**src/design/grid_bilinear_interpolator_macros.svh**
```systemverilog
// Assertion macros for the grid bilinear interpolator.
// Expect a signal named clk, and rst for GBI_ASSERT, in the scope of each use.
// Expand to nothing when SYNTHESIS is defined.
`ifndef GRID_BILINEAR_INTERPOLATOR_MACROS_SVH
`define GRID_BILINEAR_INTERPOLATOR_MACROS_SVH
`ifndef SYNTHESIS
`define GBI_ASSERT(lbl, prop, msg) \
  lbl: assert property (@(posedge clk) disable iff (rst) (prop)) else $error(msg);
`define GBI_ASSERT_ALWAYS(lbl, prop, msg) \
  lbl: assert property (@(posedge clk) (prop)) else $error(msg);
`else
`define GBI_ASSERT(lbl, prop, msg)
`define GBI_ASSERT_ALWAYS(lbl, prop, msg)
`endif
`endif

```
**src/design/gbi_pkg.sv**
```systemverilog
// Shared constants and types for the grid bilinear interpolator.
// No dependencies.
package gbi_pkg;

  localparam int SAMPLE_W  = 16;
  localparam int LOAD_C_W  = 9;
  localparam int LOAD_R_W  = 9;
  localparam int POS_W     = 18;
  localparam int DIM_W     = 10;
  localparam int INTERP_W  = 32;
  localparam int DIM_RESET = 512;

  localparam logic REG_GRID_WIDTH  = 1'b0;
  localparam logic REG_GRID_HEIGHT = 1'b1;

  localparam logic REQ_LOAD  = 1'b0;
  localparam logic REQ_QUERY = 1'b1;

  typedef struct packed {
    logic       is_query;
    logic       wr_ok;
    logic [1:0] wr_bank;
    logic       col_par;
    logic       row_par;
    logic       xint;
    logic       yint;
  } front_t;

  typedef struct packed {
    logic s2;
    logic s3;
    logic s4;
    logic s5;
  } stage_en_t;

endpackage

```
**src/design/gbi_blend.sv**
```systemverilog
// Bilinear blend: weights, products, sum and output rounding.
// Depends on gbi_pkg; stages two to five of the pipeline.
module gbi_blend import gbi_pkg::*; #(
  parameter int FRAC_BITS = 8
) (
  input  logic                       clk,
  input  stage_en_t                  en,
  input  front_t                     ctl,
  input  logic [FRAC_BITS-1:0]       fx,
  input  logic [FRAC_BITS-1:0]       fy,
  input  logic signed [SAMPLE_W-1:0] rd [4],
  output logic signed [INTERP_W-1:0] interp_value,
  output logic signed [SAMPLE_W-1:0] rounded_value
);

  localparam int SH = 2 * FRAC_BITS;
  localparam int WW = SH + 1;
  localparam int PW = SAMPLE_W + WW + 1;
  localparam int AW = PW + 2;
  localparam logic [FRAC_BITS:0] SCALE   = (FRAC_BITS + 1)'(1) << FRAC_BITS;
  localparam logic [SH+4:0]      RND_THR = (SH + 5)'(9) << SH;

  logic [FRAC_BITS:0]         sx;
  logic [FRAC_BITS:0]         sy;
  logic [WW-1:0]              wt_next [4];
  logic [WW-1:0]              wt [4];
  front_t                     ctl2;
  logic signed [SAMPLE_W-1:0] h [4];
  logic signed [WW:0]         ws [4];
  logic signed [PW-1:0]       prod_next [4];
  logic signed [PW-1:0]       prod [4];
  logic signed [AW-1:0]       acc;
  logic [SH-1:0]              frac;
  logic [SH+4:0]              f20;
  logic                       up;
  logic signed [INTERP_W-1:0] interp_next;
  logic signed [SAMPLE_W-1:0] rnd_next;

  // weights in order h11, h21, h12, h22
  always_comb begin
    sx = SCALE - {1'b0, fx};
    sy = SCALE - {1'b0, fy};
    wt_next[0] = WW'({{FRAC_BITS{1'b0}}, sx} * {{FRAC_BITS{1'b0}}, sy});
    wt_next[1] = WW'({{(FRAC_BITS+1){1'b0}}, fx} * {{FRAC_BITS{1'b0}}, sy});
    wt_next[2] = WW'({{FRAC_BITS{1'b0}}, sx} * {{(FRAC_BITS+1){1'b0}}, fy});
    wt_next[3] = WW'({{(FRAC_BITS+1){1'b0}}, fx} * {{(FRAC_BITS+1){1'b0}}, fy});
  end

  always_ff @(posedge clk) begin
    if (en.s2) begin
      wt   <= wt_next;
      ctl2 <= ctl;
    end
  end

  // route bank data to neighbors; drop cells past the edge
  always_comb begin
    h[0] = rd[{ctl2.row_par, ctl2.col_par}];
    h[1] = ctl2.xint ? rd[{ctl2.row_par, ~ctl2.col_par}] : '0;
    h[2] = ctl2.yint ? rd[{~ctl2.row_par, ctl2.col_par}] : '0;
    h[3] = (ctl2.xint && ctl2.yint) ? rd[{~ctl2.row_par, ~ctl2.col_par}] : '0;
    for (int k = 0; k < 4; k++) begin
      ws[k]        = $signed({1'b0, wt[k]});
      prod_next[k] = h[k] * ws[k];
    end
  end

  always_ff @(posedge clk) begin
    if (en.s3) begin
      prod <= prod_next;
    end
  end

  always_ff @(posedge clk) begin
    if (en.s4) begin
      acc <= AW'(prod[0]) + AW'(prod[1]) + AW'(prod[2]) + AW'(prod[3]);
    end
  end

  generate
    if (SH >= 16) begin : g_shr
      assign interp_next = acc[SH+15:SH-16];
    end else begin : g_shl
      assign interp_next = {acc[SH+15:0], {(16-SH){1'b0}}};
    end
  endgenerate

  always_comb begin
    frac     = acc[SH-1:0];
    f20      = {1'b0, frac, 4'b0} + {3'b0, frac, 2'b0};
    up       = f20 > RND_THR;
    rnd_next = acc[SH+15:SH] + {{(SAMPLE_W-1){1'b0}}, up};
  end

  always_ff @(posedge clk) begin
    if (en.s5) begin
      interp_value  <= interp_next;
      rounded_value <= rnd_next;
    end
  end

endmodule

```
**config.mk**
```make
export PLATFORM = sky130hd
export DESIGN_NAME = gbi_blend
export DESIGN_NICKNAME = d
export VERILOG_FILES = /design/src/design/grid_bilinear_interpolator_macros.svh /design/src/design/gbi_pkg.sv /design/src/design/gbi_blend.sv
export SDC_FILE = /design/constraint.sdc
export NUM_CORES = 2
export LEC_CHECK = 0
export BUFFER_PORTS_ARGS = -buffer_cell sky130_fd_sc_hd__buf_4
export CAP_MARGIN = 20
export CORE_MARGIN = 3
export CORE_UTILIZATION = 65
export DETAILED_ROUTE_END_ITERATION = 16
export GPL_TIMING_DRIVEN = 0
export PLACE_DENSITY = 0.81
export SYNTH_ARGS = -nofsm -noshare
export SYNTH_HDL_FRONTEND = slang
export SYNTH_SLANG_ARGS = --single-unit
```
**constraint.sdc**
```tcl
create_clock -name clk -period 11.1 [get_ports clk]
set_clock_uncertainty 0.15 [all_clocks]
set_input_delay 2.22 -clock clk [delete_from_list [all_inputs] [get_ports clk]]
set_output_delay 2.22 -clock clk [all_outputs]
set_load 0.01 [all_outputs]
```
==> results.cfg <==
[outcome]
status = finished clean

[setup_path]
cp_top_family = adder cells
crit_fanout = 10
crit_arrival_ns = 9.94
cp_slowest_stage_delay_ns = 0.58
cp_num_buf_inv = 8
crit_top_cell = fa_1
end_kind = flip-flop
worstSetupStartpointType = input pin
crit_required_ns = 11.25
crit_type = in -> reg
critPathSlowestCell = clkbuf_1

[routing]
firstDrtPassIters = 6
dr.first_iter.drc_count = 4332
num_vias = 44300
wire_per_inst_um = 22.8
viasPerCell = 6.00
wl_um = 168000
drcViolationCount = 0
ant_nets = 0

[timing]
finalCritPeriodShare = 0.882
rsz0062_at_grt = false
clock.fmax_mhz = 102
setup_viol = 0
tns_ns = 0
hold_viol_final = 0
post-route-min-period_ns = 9.79
drv_slew = 0
max_slew_margin = 0.268
worst_pin_slew_ns = 1.08

[yosys]
synth_edf_count = 276
syn_area_per_cell_um2 = 9.71
synth_seq_cells = 276
yosysSeqAreaShare = 0.142
synth_cells = 6020
yosysTopAreaCell = fa_1
ys_types = 74
syn-num-nets = 7814
synthesis.area_mm2 = 0.0585
yosys_warnings = 0
synth_top_area_frac = 0.360
synthArstFlopShare = 0
ys.flop_type = edfxtp_1
ys_top_cells_by_area = fa_1 36%, edfxtp_1 14%, ha_1 14%

[run]
drv_cap = 0

[grt]
grt_antenna_before_repair = 16
grt_pass1_wl_um = 262000
grt.total_usage = 0.368
grt_max_degree = 91
grt-ovfl-total = 0
grt_pass1_vias = 46700

[placement]
place_inst = 7316
dp_hpwl_um = 140000
gp_congestion = 1.01
io_buffers = 128

[min_path]
min_path_type = reg -> reg

[clock_tree]
postCtsHoldBufs = 0
clk_path_buf_depth = 3
clk_pin_slew_ns = 0.07
cts_buffers = 34
clkLatencyLatePin_ns = 0.59
cts_root_buf = clkbuf_16
cts.sinks = 276
cts-resized-gates = 0
cts_htree_levels = 2
cts_setup_buffers = 0
cts_tree = built

[final_layout]
layout_common_cells = 1,278 x inv_1, 1,050 x fa_1, 715 x nand2_1, 651 x ha_1, 389 x and2_1
syn2layout_area_growth_pct = 6.22
final_common_cell = inv_1
stdcell_count = 7390
drive_gt1_frac = 0.0534
num-nets-final = 7981

[floorplan]
rows = 109
ios = 141
die_height_um = 306
fp.dieArea_mm2 = 0.0936
core_mm2 = 0.0888
initial_core_util = 0.658
die_w_um = 306
registers in the layout (all words and copies together) (netlist names):
register	flops
acc	32
ws	64
rounded_value	16
ctl2	4
prod	128
interp_value	32
synth_stat cells (all sizes together) (10+ instances only):
| library cell | n |
|---|---|
| a211oi | 15 |
| a21boi | 16 |
| a21o | 73 |
| a21oi | 146 |
| a31oi | 10 |
| and2 | 392 |
| and3 | 288 |
| buf | 27 |
| clkbuf | 218 |
| edfxtp | 276 |
| fa | 1050 |
| ha | 651 |
| inv | 1278 |
| mux4 | 62 |
| nand2 | 715 |
| nand2b | 20 |
| nand3 | 34 |
| nand4 | 12 |
| nor2 | 153 |
| nor2b | 24 |
| nor3 | 34 |
| o21a | 25 |
| o21ai | 91 |
| o21bai | 17 |
| or2 | 42 |
| or3 | 11 |
| xnor2 | 172 |
| xor2 | 48 |
per-stage QoR:
step | util | hold WS, ns | setup WS [ns] | instance area [µm²]
final | 0.699 | 0.352 | 1.31 | 62100
after global routing | 0.699 | 0.360 | 1.17 | 62100
after CTS | 0.699 | 0.350 | 1.52 | 62100
after detailed placement | 0.686 | 0.309 | 0.919 | 60900
after global placement | 0.686 | 0.290 | 0.960 | 60900
after floorplan | - | 0.283 | 2.54 | 58500
layout make-up:
| class | count | area (µm²) |
|---|---|---|
| repair buffers | 131 | 1010 |
| clock inverters | 28 | 279 |
| flip-flops and latches | 276 | 8290 |
| multi-input cells | 4221 | 44400 |
| plain buffers | 245 | 950 |
| diodes | 12 | 30.0 |
| fillers | 6684 | 26700 |
| inverters | 1278 | 4800 |
| clock buffers | 34 | 851 |
| well taps | 1165 | 1460 |
path summary, 6_finish.rpt:
kind              depth (start not counted)  slack (ns)         startpoint                    endpoint
setup / recovery                         26        1.31             rd[40]          prod[31]$_DFFE_PP_
hold / removal                            0        0.35  acc[28]$_DFFE_PP_  interp_value[28]$_DFFE_PP_
setup reg to reg                         28        1.58  ctl2[3]$_DFFE_PP_          prod[31]$_DFFE_PP_
hold reg to reg                           0        0.35  acc[28]$_DFFE_PP_  interp_value[28]$_DFFE_PP_
layer usage:
layer  wire length (µm)  GRT usage
met4               9890      0.174
met2              75900      0.581
met3              20300     0.0910
met1              62400      0.481
met5                 27          0
logic make-up after synthesis:
| kind of cell | count (synthesis) | share of synthesized area |
|---|---|---|
| AO/OA/AOI/OAI | 480 | 0.0537 |
| XOR/XNOR | 220 | 0.0330 |
| adder cells (fa/ha/maj) | 1701 | 0.499 |
| buffers and inverters | 1523 | 0.0983 |
| flip-flops | 276 | 0.142 |
| multiplexers | 70 | 0.0253 |
| AND/OR/NAND/NOR | 1750 | 0.149 |
Power is left out: the tool's default activity adds up to more than one toggle a clock period on the data nets, which glitch-free logic cannot reach.
