--- config.mk ---
export PLATFORM = sky130hd
export DESIGN_NAME = gbi_front
export DESIGN_NICKNAME = d
export VERILOG_FILES = /design/src/design/grid_bilinear_interpolator_macros.svh /design/src/design/gbi_pkg.sv /design/src/design/gbi_front.sv
export SDC_FILE = /design/constraint.sdc
export NUM_CORES = 1
export LEC_CHECK = 0
export BUFFER_PORTS_ARGS = -buffer_cell sky130_fd_sc_hd__buf_2
export CORE_MARGIN = 8
export CORE_UTILIZATION = 43
export CTS_BUF_LIST = sky130_fd_sc_hd__clkbuf_16
export CTS_CLUSTER_DIAMETER = 40
export DETAILED_ROUTE_END_ITERATION = 16
export PLACE_DENSITY_LB_ADDON = 0.25
export SLEW_MARGIN = 20
export SYNTH_ARGS = -nofsm -noshare
export SYNTH_HDL_FRONTEND = slang
export SYNTH_SLANG_ARGS = --single-unit
--- constraint.sdc ---
create_clock -name clk -period 3.8 [get_ports clk]
set_input_delay 0.76 -clock clk [delete_from_list [all_inputs] [get_ports clk]]
set_output_delay 0.76 -clock clk [all_outputs]
set_load 0.01 [all_outputs]
--- src/design/grid_bilinear_interpolator_macros.svh ---
// Assertion macros for the grid bilinear interpolator.
// Expect a signal named clk, and rst for GBI_ASSERT, in the scope of each use.
// Expand to nothing when SYNTHESIS is defined.
`ifndef GRID_BILINEAR_INTERPOLATOR_MACROS_SVH
`define GRID_BILINEAR_INTERPOLATOR_MACROS_SVH
`ifndef SYNTHESIS
`define GBI_ASSERT(lbl, prop, msg) \
  lbl: assert property (@(posedge clk) disable iff (rst) (prop)) else $error(msg);
`define GBI_ASSERT_ALWAYS(lbl, prop, msg) \
  lbl: assert property (@(posedge clk) (prop)) else $error(msg);
`else
`define GBI_ASSERT(lbl, prop, msg)
`define GBI_ASSERT_ALWAYS(lbl, prop, msg)
`endif
`endif

--- src/design/gbi_pkg.sv ---
// Shared constants and types for the grid bilinear interpolator.
// No dependencies.
package gbi_pkg;

  localparam int SAMPLE_W  = 16;
  localparam int LOAD_C_W  = 9;
  localparam int LOAD_R_W  = 9;
  localparam int POS_W     = 18;
  localparam int DIM_W     = 10;
  localparam int INTERP_W  = 32;
  localparam int DIM_RESET = 512;

  localparam logic REG_GRID_WIDTH  = 1'b0;
  localparam logic REG_GRID_HEIGHT = 1'b1;

  localparam logic REQ_LOAD  = 1'b0;
  localparam logic REQ_QUERY = 1'b1;

  typedef struct packed {
    logic       is_query;
    logic       wr_ok;
    logic [1:0] wr_bank;
    logic       col_par;
    logic       row_par;
    logic       xint;
    logic       yint;
  } front_t;

  typedef struct packed {
    logic s2;
    logic s3;
    logic s4;
    logic s5;
  } stage_en_t;

endpackage

--- src/design/gbi_front.sv ---
// Request decode: clamp, edge detection, fractions and bank addresses.
// Depends on gbi_pkg; registers its outputs as pipeline stage one.
module gbi_front import gbi_pkg::*; #(
  parameter int GRID_W_MAX = 512,
  parameter int GRID_H_MAX = 512,
  parameter int FRAC_BITS  = 8,
  localparam int CW   = ($clog2(GRID_W_MAX) < 2) ? 2 : $clog2(GRID_W_MAX),
  localparam int RW   = ($clog2(GRID_H_MAX) < 2) ? 2 : $clog2(GRID_H_MAX),
  localparam int BA_W = CW + RW - 2
) (
  input  logic                       clk,
  input  logic                       en,
  input  logic                       req_type,
  input  logic [LOAD_C_W-1:0]        load_col,
  input  logic [LOAD_R_W-1:0]        load_row,
  input  logic signed [SAMPLE_W-1:0] load_sample,
  input  logic [POS_W-1:0]           pos_x,
  input  logic [POS_W-1:0]           pos_y,
  input  logic [CW-1:0]              wlast,
  input  logic [RW-1:0]              hlast,
  output front_t                     ctl,
  output logic [BA_W-1:0]            addr [4],
  output logic signed [SAMPLE_W-1:0] wdata,
  output logic [FRAC_BITS-1:0]       fx,
  output logic [FRAC_BITS-1:0]       fy
);

  localparam int IXW = POS_W - FRAC_BITS;

  logic [IXW-1:0]       ix;
  logic [IXW-1:0]       iy;
  logic                 xint;
  logic                 yint;
  logic [CW-1:0]        i1;
  logic [CW-1:0]        i2;
  logic [RW-1:0]        j1;
  logic [RW-1:0]        j2;
  logic [CW-1:0]        csel [2];
  logic [RW-1:0]        rsel [2];
  logic [CW-1:0]        lc;
  logic [RW-1:0]        lr;
  logic                 lok;
  logic                 is_query;
  front_t               ctl_next;
  logic [BA_W-1:0]      addr_next [4];
  logic [FRAC_BITS-1:0] fx_next;
  logic [FRAC_BITS-1:0] fy_next;

  always_comb begin
    ix   = pos_x[POS_W-1:FRAC_BITS];
    iy   = pos_y[POS_W-1:FRAC_BITS];
    xint = 32'(ix) < 32'(wlast);
    yint = 32'(iy) < 32'(hlast);
    i1   = xint ? CW'(ix) : wlast;
    j1   = yint ? RW'(iy) : hlast;
    i2   = i1 + CW'(1);
    j2   = j1 + RW'(1);
    for (int b = 0; b < 2; b++) begin
      csel[b] = (i1[0] == 1'(b)) ? i1 : i2;
      rsel[b] = (j1[0] == 1'(b)) ? j1 : j2;
    end

    lc  = CW'(load_col);
    lr  = RW'(load_row);
    lok = (32'(load_col) < 32'(GRID_W_MAX)) && (32'(load_row) < 32'(GRID_H_MAX));

    is_query = (req_type == REQ_QUERY);
    for (int b = 0; b < 4; b++) begin
      if (is_query) begin
        addr_next[b] = {rsel[b / 2][RW-1:1], csel[b % 2][CW-1:1]};
      end else begin
        addr_next[b] = {lr[RW-1:1], lc[CW-1:1]};
      end
    end

    ctl_next.is_query = is_query;
    ctl_next.wr_ok    = lok;
    ctl_next.wr_bank  = {lr[0], lc[0]};
    ctl_next.col_par  = i1[0];
    ctl_next.row_par  = j1[0];
    ctl_next.xint     = xint;
    ctl_next.yint     = yint;

    fx_next = xint ? pos_x[FRAC_BITS-1:0] : '0;
    fy_next = yint ? pos_y[FRAC_BITS-1:0] : '0;
  end

  always_ff @(posedge clk) begin
    if (en) begin
      ctl   <= ctl_next;
      addr  <= addr_next;
      wdata <= load_sample;
      fx    <= fx_next;
      fy    <= fy_next;
    end
  end

endmodule

==> impl_results.md <==
* Status: finished, final reports clean
* Drt pass-1 iters at 4
* Vias per inst at 5.103
* Top cells by area, synth: edfxtp_1, buf_4, xnor2_1, ha_1, nand2_1
* Die X at roughly 120 um
* Vias in the first global route at 3663
* #FFs+latches synth at 71
* Num rows at 36
* H-tree Lvls at 3
* Final setup viols at 0
* Non-filler cells, final at 720
* Gr usage total at 0.1777
* Final instance area at approximately 5600 um2
* Number of enable flip-flop cells after synthesis at 71
* Max Transition Viols Final at 0
* Final Hold Viols at 0
* Cell Area, Placed at 5251 um2
* Synth cell types at 52
* Hpwl dp at roughly 10 mm
* Count leader, synth: edfxtp_1
* Die area at 13620 um2
* Avg Inst Size Synth at 10.54 um2
* Port bufs at just under 200
* Cell Chain, Critical Path: buf_2 -> inv_1 -> ha_1 -> a21o_1 -> a211o_1 -> o21ba_4 -> nand2_4 -> inv_6 -> nand2_1 -> o21ai_0 -> ha_1 -> nand3_1 -> nor3_1 -> nand3_1 -> xnor2_1 -> nand2_1 -> a31o_2
* Root buf cell: clkbuf_16
* CP max stage delay at about 0.31 ns
* Final nets at around 690
* Overflow left after global routing at 0
* Post-Place Cells at ~700
* Crit path required time at 3.89 ns
* Post-CTS Setup Inserts at 0
* Vias at between 3000 and 4000
* Rel. slew slack at 0.3941
* Syn_nets at between 500 and 600
* Asr flop ratio synth at 0
* Antenna viol nets, final at 0
* Share of layout cells above drive strength 1 at 0.4225
* CTS Sinks at slightly above 70
* CTS tree: done
* Crit Path Max Fanout at 9
* Clock buffer depth at 2
* First-pass GRT wire length at roughly 19 mm
* Largest net degree at the start of global routing at 72
* Cells after Synth at 414
* CP max stage cell: nor3_1
* Detailed-route DRC error count at 0
* Area share of the largest cell type after synthesis at 0.4888
* I/O pin count at 195
* Area Overhead vs Synth at 28.31%
* Register area share after synthesis at 0.4888
* DRT iter0 DRCs at between 200 and 250
* Hold buffers post-CTS at 0
* Synth warn at 0
* Reg clk slew, reported paths at 0.06 ns
* CTS Buf Count at 9
* Fmax at 0.2931 GHz
* Crit-path leading delay family: compound AO/OA/AOI/OAI gates
* Post-CTS sizing at 0
* Max-Cap Viols at 0
* DIE HEIGHT at 116.7 um
* Setup TNS at 0 ns
* Gpl congestion at roughly 0.93
* RSZ-0062 raised after global routing: false
* Final wirelength at about 13 mm
* Post-synth top flop: edfxtp_1
* Starting Density at 0.4442
* Fin util at 0.5700
* Commonest cells post-synth: edfxtp_1, nand2_1, buf_4, nor2_1, xnor2_1
* Startpoint Class: input pin
* Post-DR wirelength/cell at roughly 18 um
* Crit share post-route at 0.8977
* Hold WC Path Type: in2reg
* Post-synthesis cell area at ~4400 um2
* CP bufs+invs at 3
* Min Tclk post-route at between 3 and 4 ns
* Core Region at a little under 10000 um2
* Initial antenna violation count at 0
* Leak at around 2.5 nW
* Diode count at 0
* Worst-Margin Slew at slightly above 0.9 ns
* Crit path kind: in2reg
* CP endpoint kind: register
* Post-place setup slack at 0.07214 ns
* PD cells at 436.4 nW/um2
* Worst ir drop on vdd at between 0.00015 and 0.0002 V
* CP arrival at ~3.5 ns
* Post-synth top area cell: edfxtp_1
* Final worst slack at between 0.3 and 0.4 ns
## kinds of logic (layout without fill, tap and decap cells)
group                      count (synthesis)  count (layout)  share of synthesized area
adders and majority gates                 18              18                    0.05164
other                                      1               1                  0.0008598
muxes                                     12              12                    0.03012
buffers and inverters                     68             241                    0.09351
AOI/OAI and AO/OA                         65              65                     0.1113
xor gates and xnor gates                  32              32                    0.06426
and+or+nand+nor                          147             147                     0.1595
DFF                                       71              71                     0.4888
## worst paths after layout
path | startpoint | to | slack (ns) | cells past startpoint
min | load_sample[9] | wdata[9]$_DFFE_PP_ | 0.61 | 1
max | hlast[7] | addr[31]$_DFFE_PP_ | 0.39 | 17
## power breakdown
part,leakage (nW),internal (mW),switching (mW)
Combinational,1.62,0.207,0.281
Clock,0.168,0.643,0.330
Sequential,0.691,0.953,0.0274
Total,2.48,1.80,0.638
## area by class of cell
cell class	instances	area [um2]
timing repair buffer	203	1044
tap	133	166.4
inverter	22	87.58
clock buffer	9	225.2
multi-input combinational	275	1822
clock inverter	7	120.1
sequential	71	2132
fill	890	4223
## metal layers
layer  global-route usage  share of wire  vias up
met2               0.2865           0.46      185
met4              0.06485          0.014        0
met3              0.04654           0.11       14
li1                     -              -     1786
met1               0.2243           0.42     1689
met5                    0              0        -
## through the flow
stage / hold slack [ns] / power, mW
after floorplan: 0.8589 / 1.289
after global placement: 0.9375 / 1.485
after detailed placement: 0.9388 / 1.488
after CTS: 0.5920 / 2.469
after global routing: 0.5946 / 2.544
final: 0.6091 / 2.442
## sequential cells by signal, summed over array words and instances (netlist names)
| register | count |
|---|---|
| addr | 32 |
| ctl | 7 |
| fy | 8 |
| wdata | 16 |
| fx | 8 |
## cells in the final DEF (no fill, tap or decap), types with 2 or more instances in the layout
master     instances
o211ai_1           2
a31o_1             2
xnor2_1           26
buf_4             11
mux2_2             9
buf_2            192
nand2_1           51
nand3_1           20
a21oi_1            9
bufinv_16          3
xor2_1             6
a31o_2             8
clkbuf_16          9
a211oi_1           4
nor3_1             7
nand2b_1           2
inv_1             20
edfxtp_1          71
or2_2              2
and2_1             2
clkinv_4           2
o21ai_1            2
nor2b_1            6
mux2i_1            3
ha_1              18
nand4_1            7
o21ai_0           12
a31oi_1            8
inv_6              2
a21o_1             2
a211o_1            2
nor2_1            27
and3_1            19
Note: power is estimated with default switching activity, not from simulation.
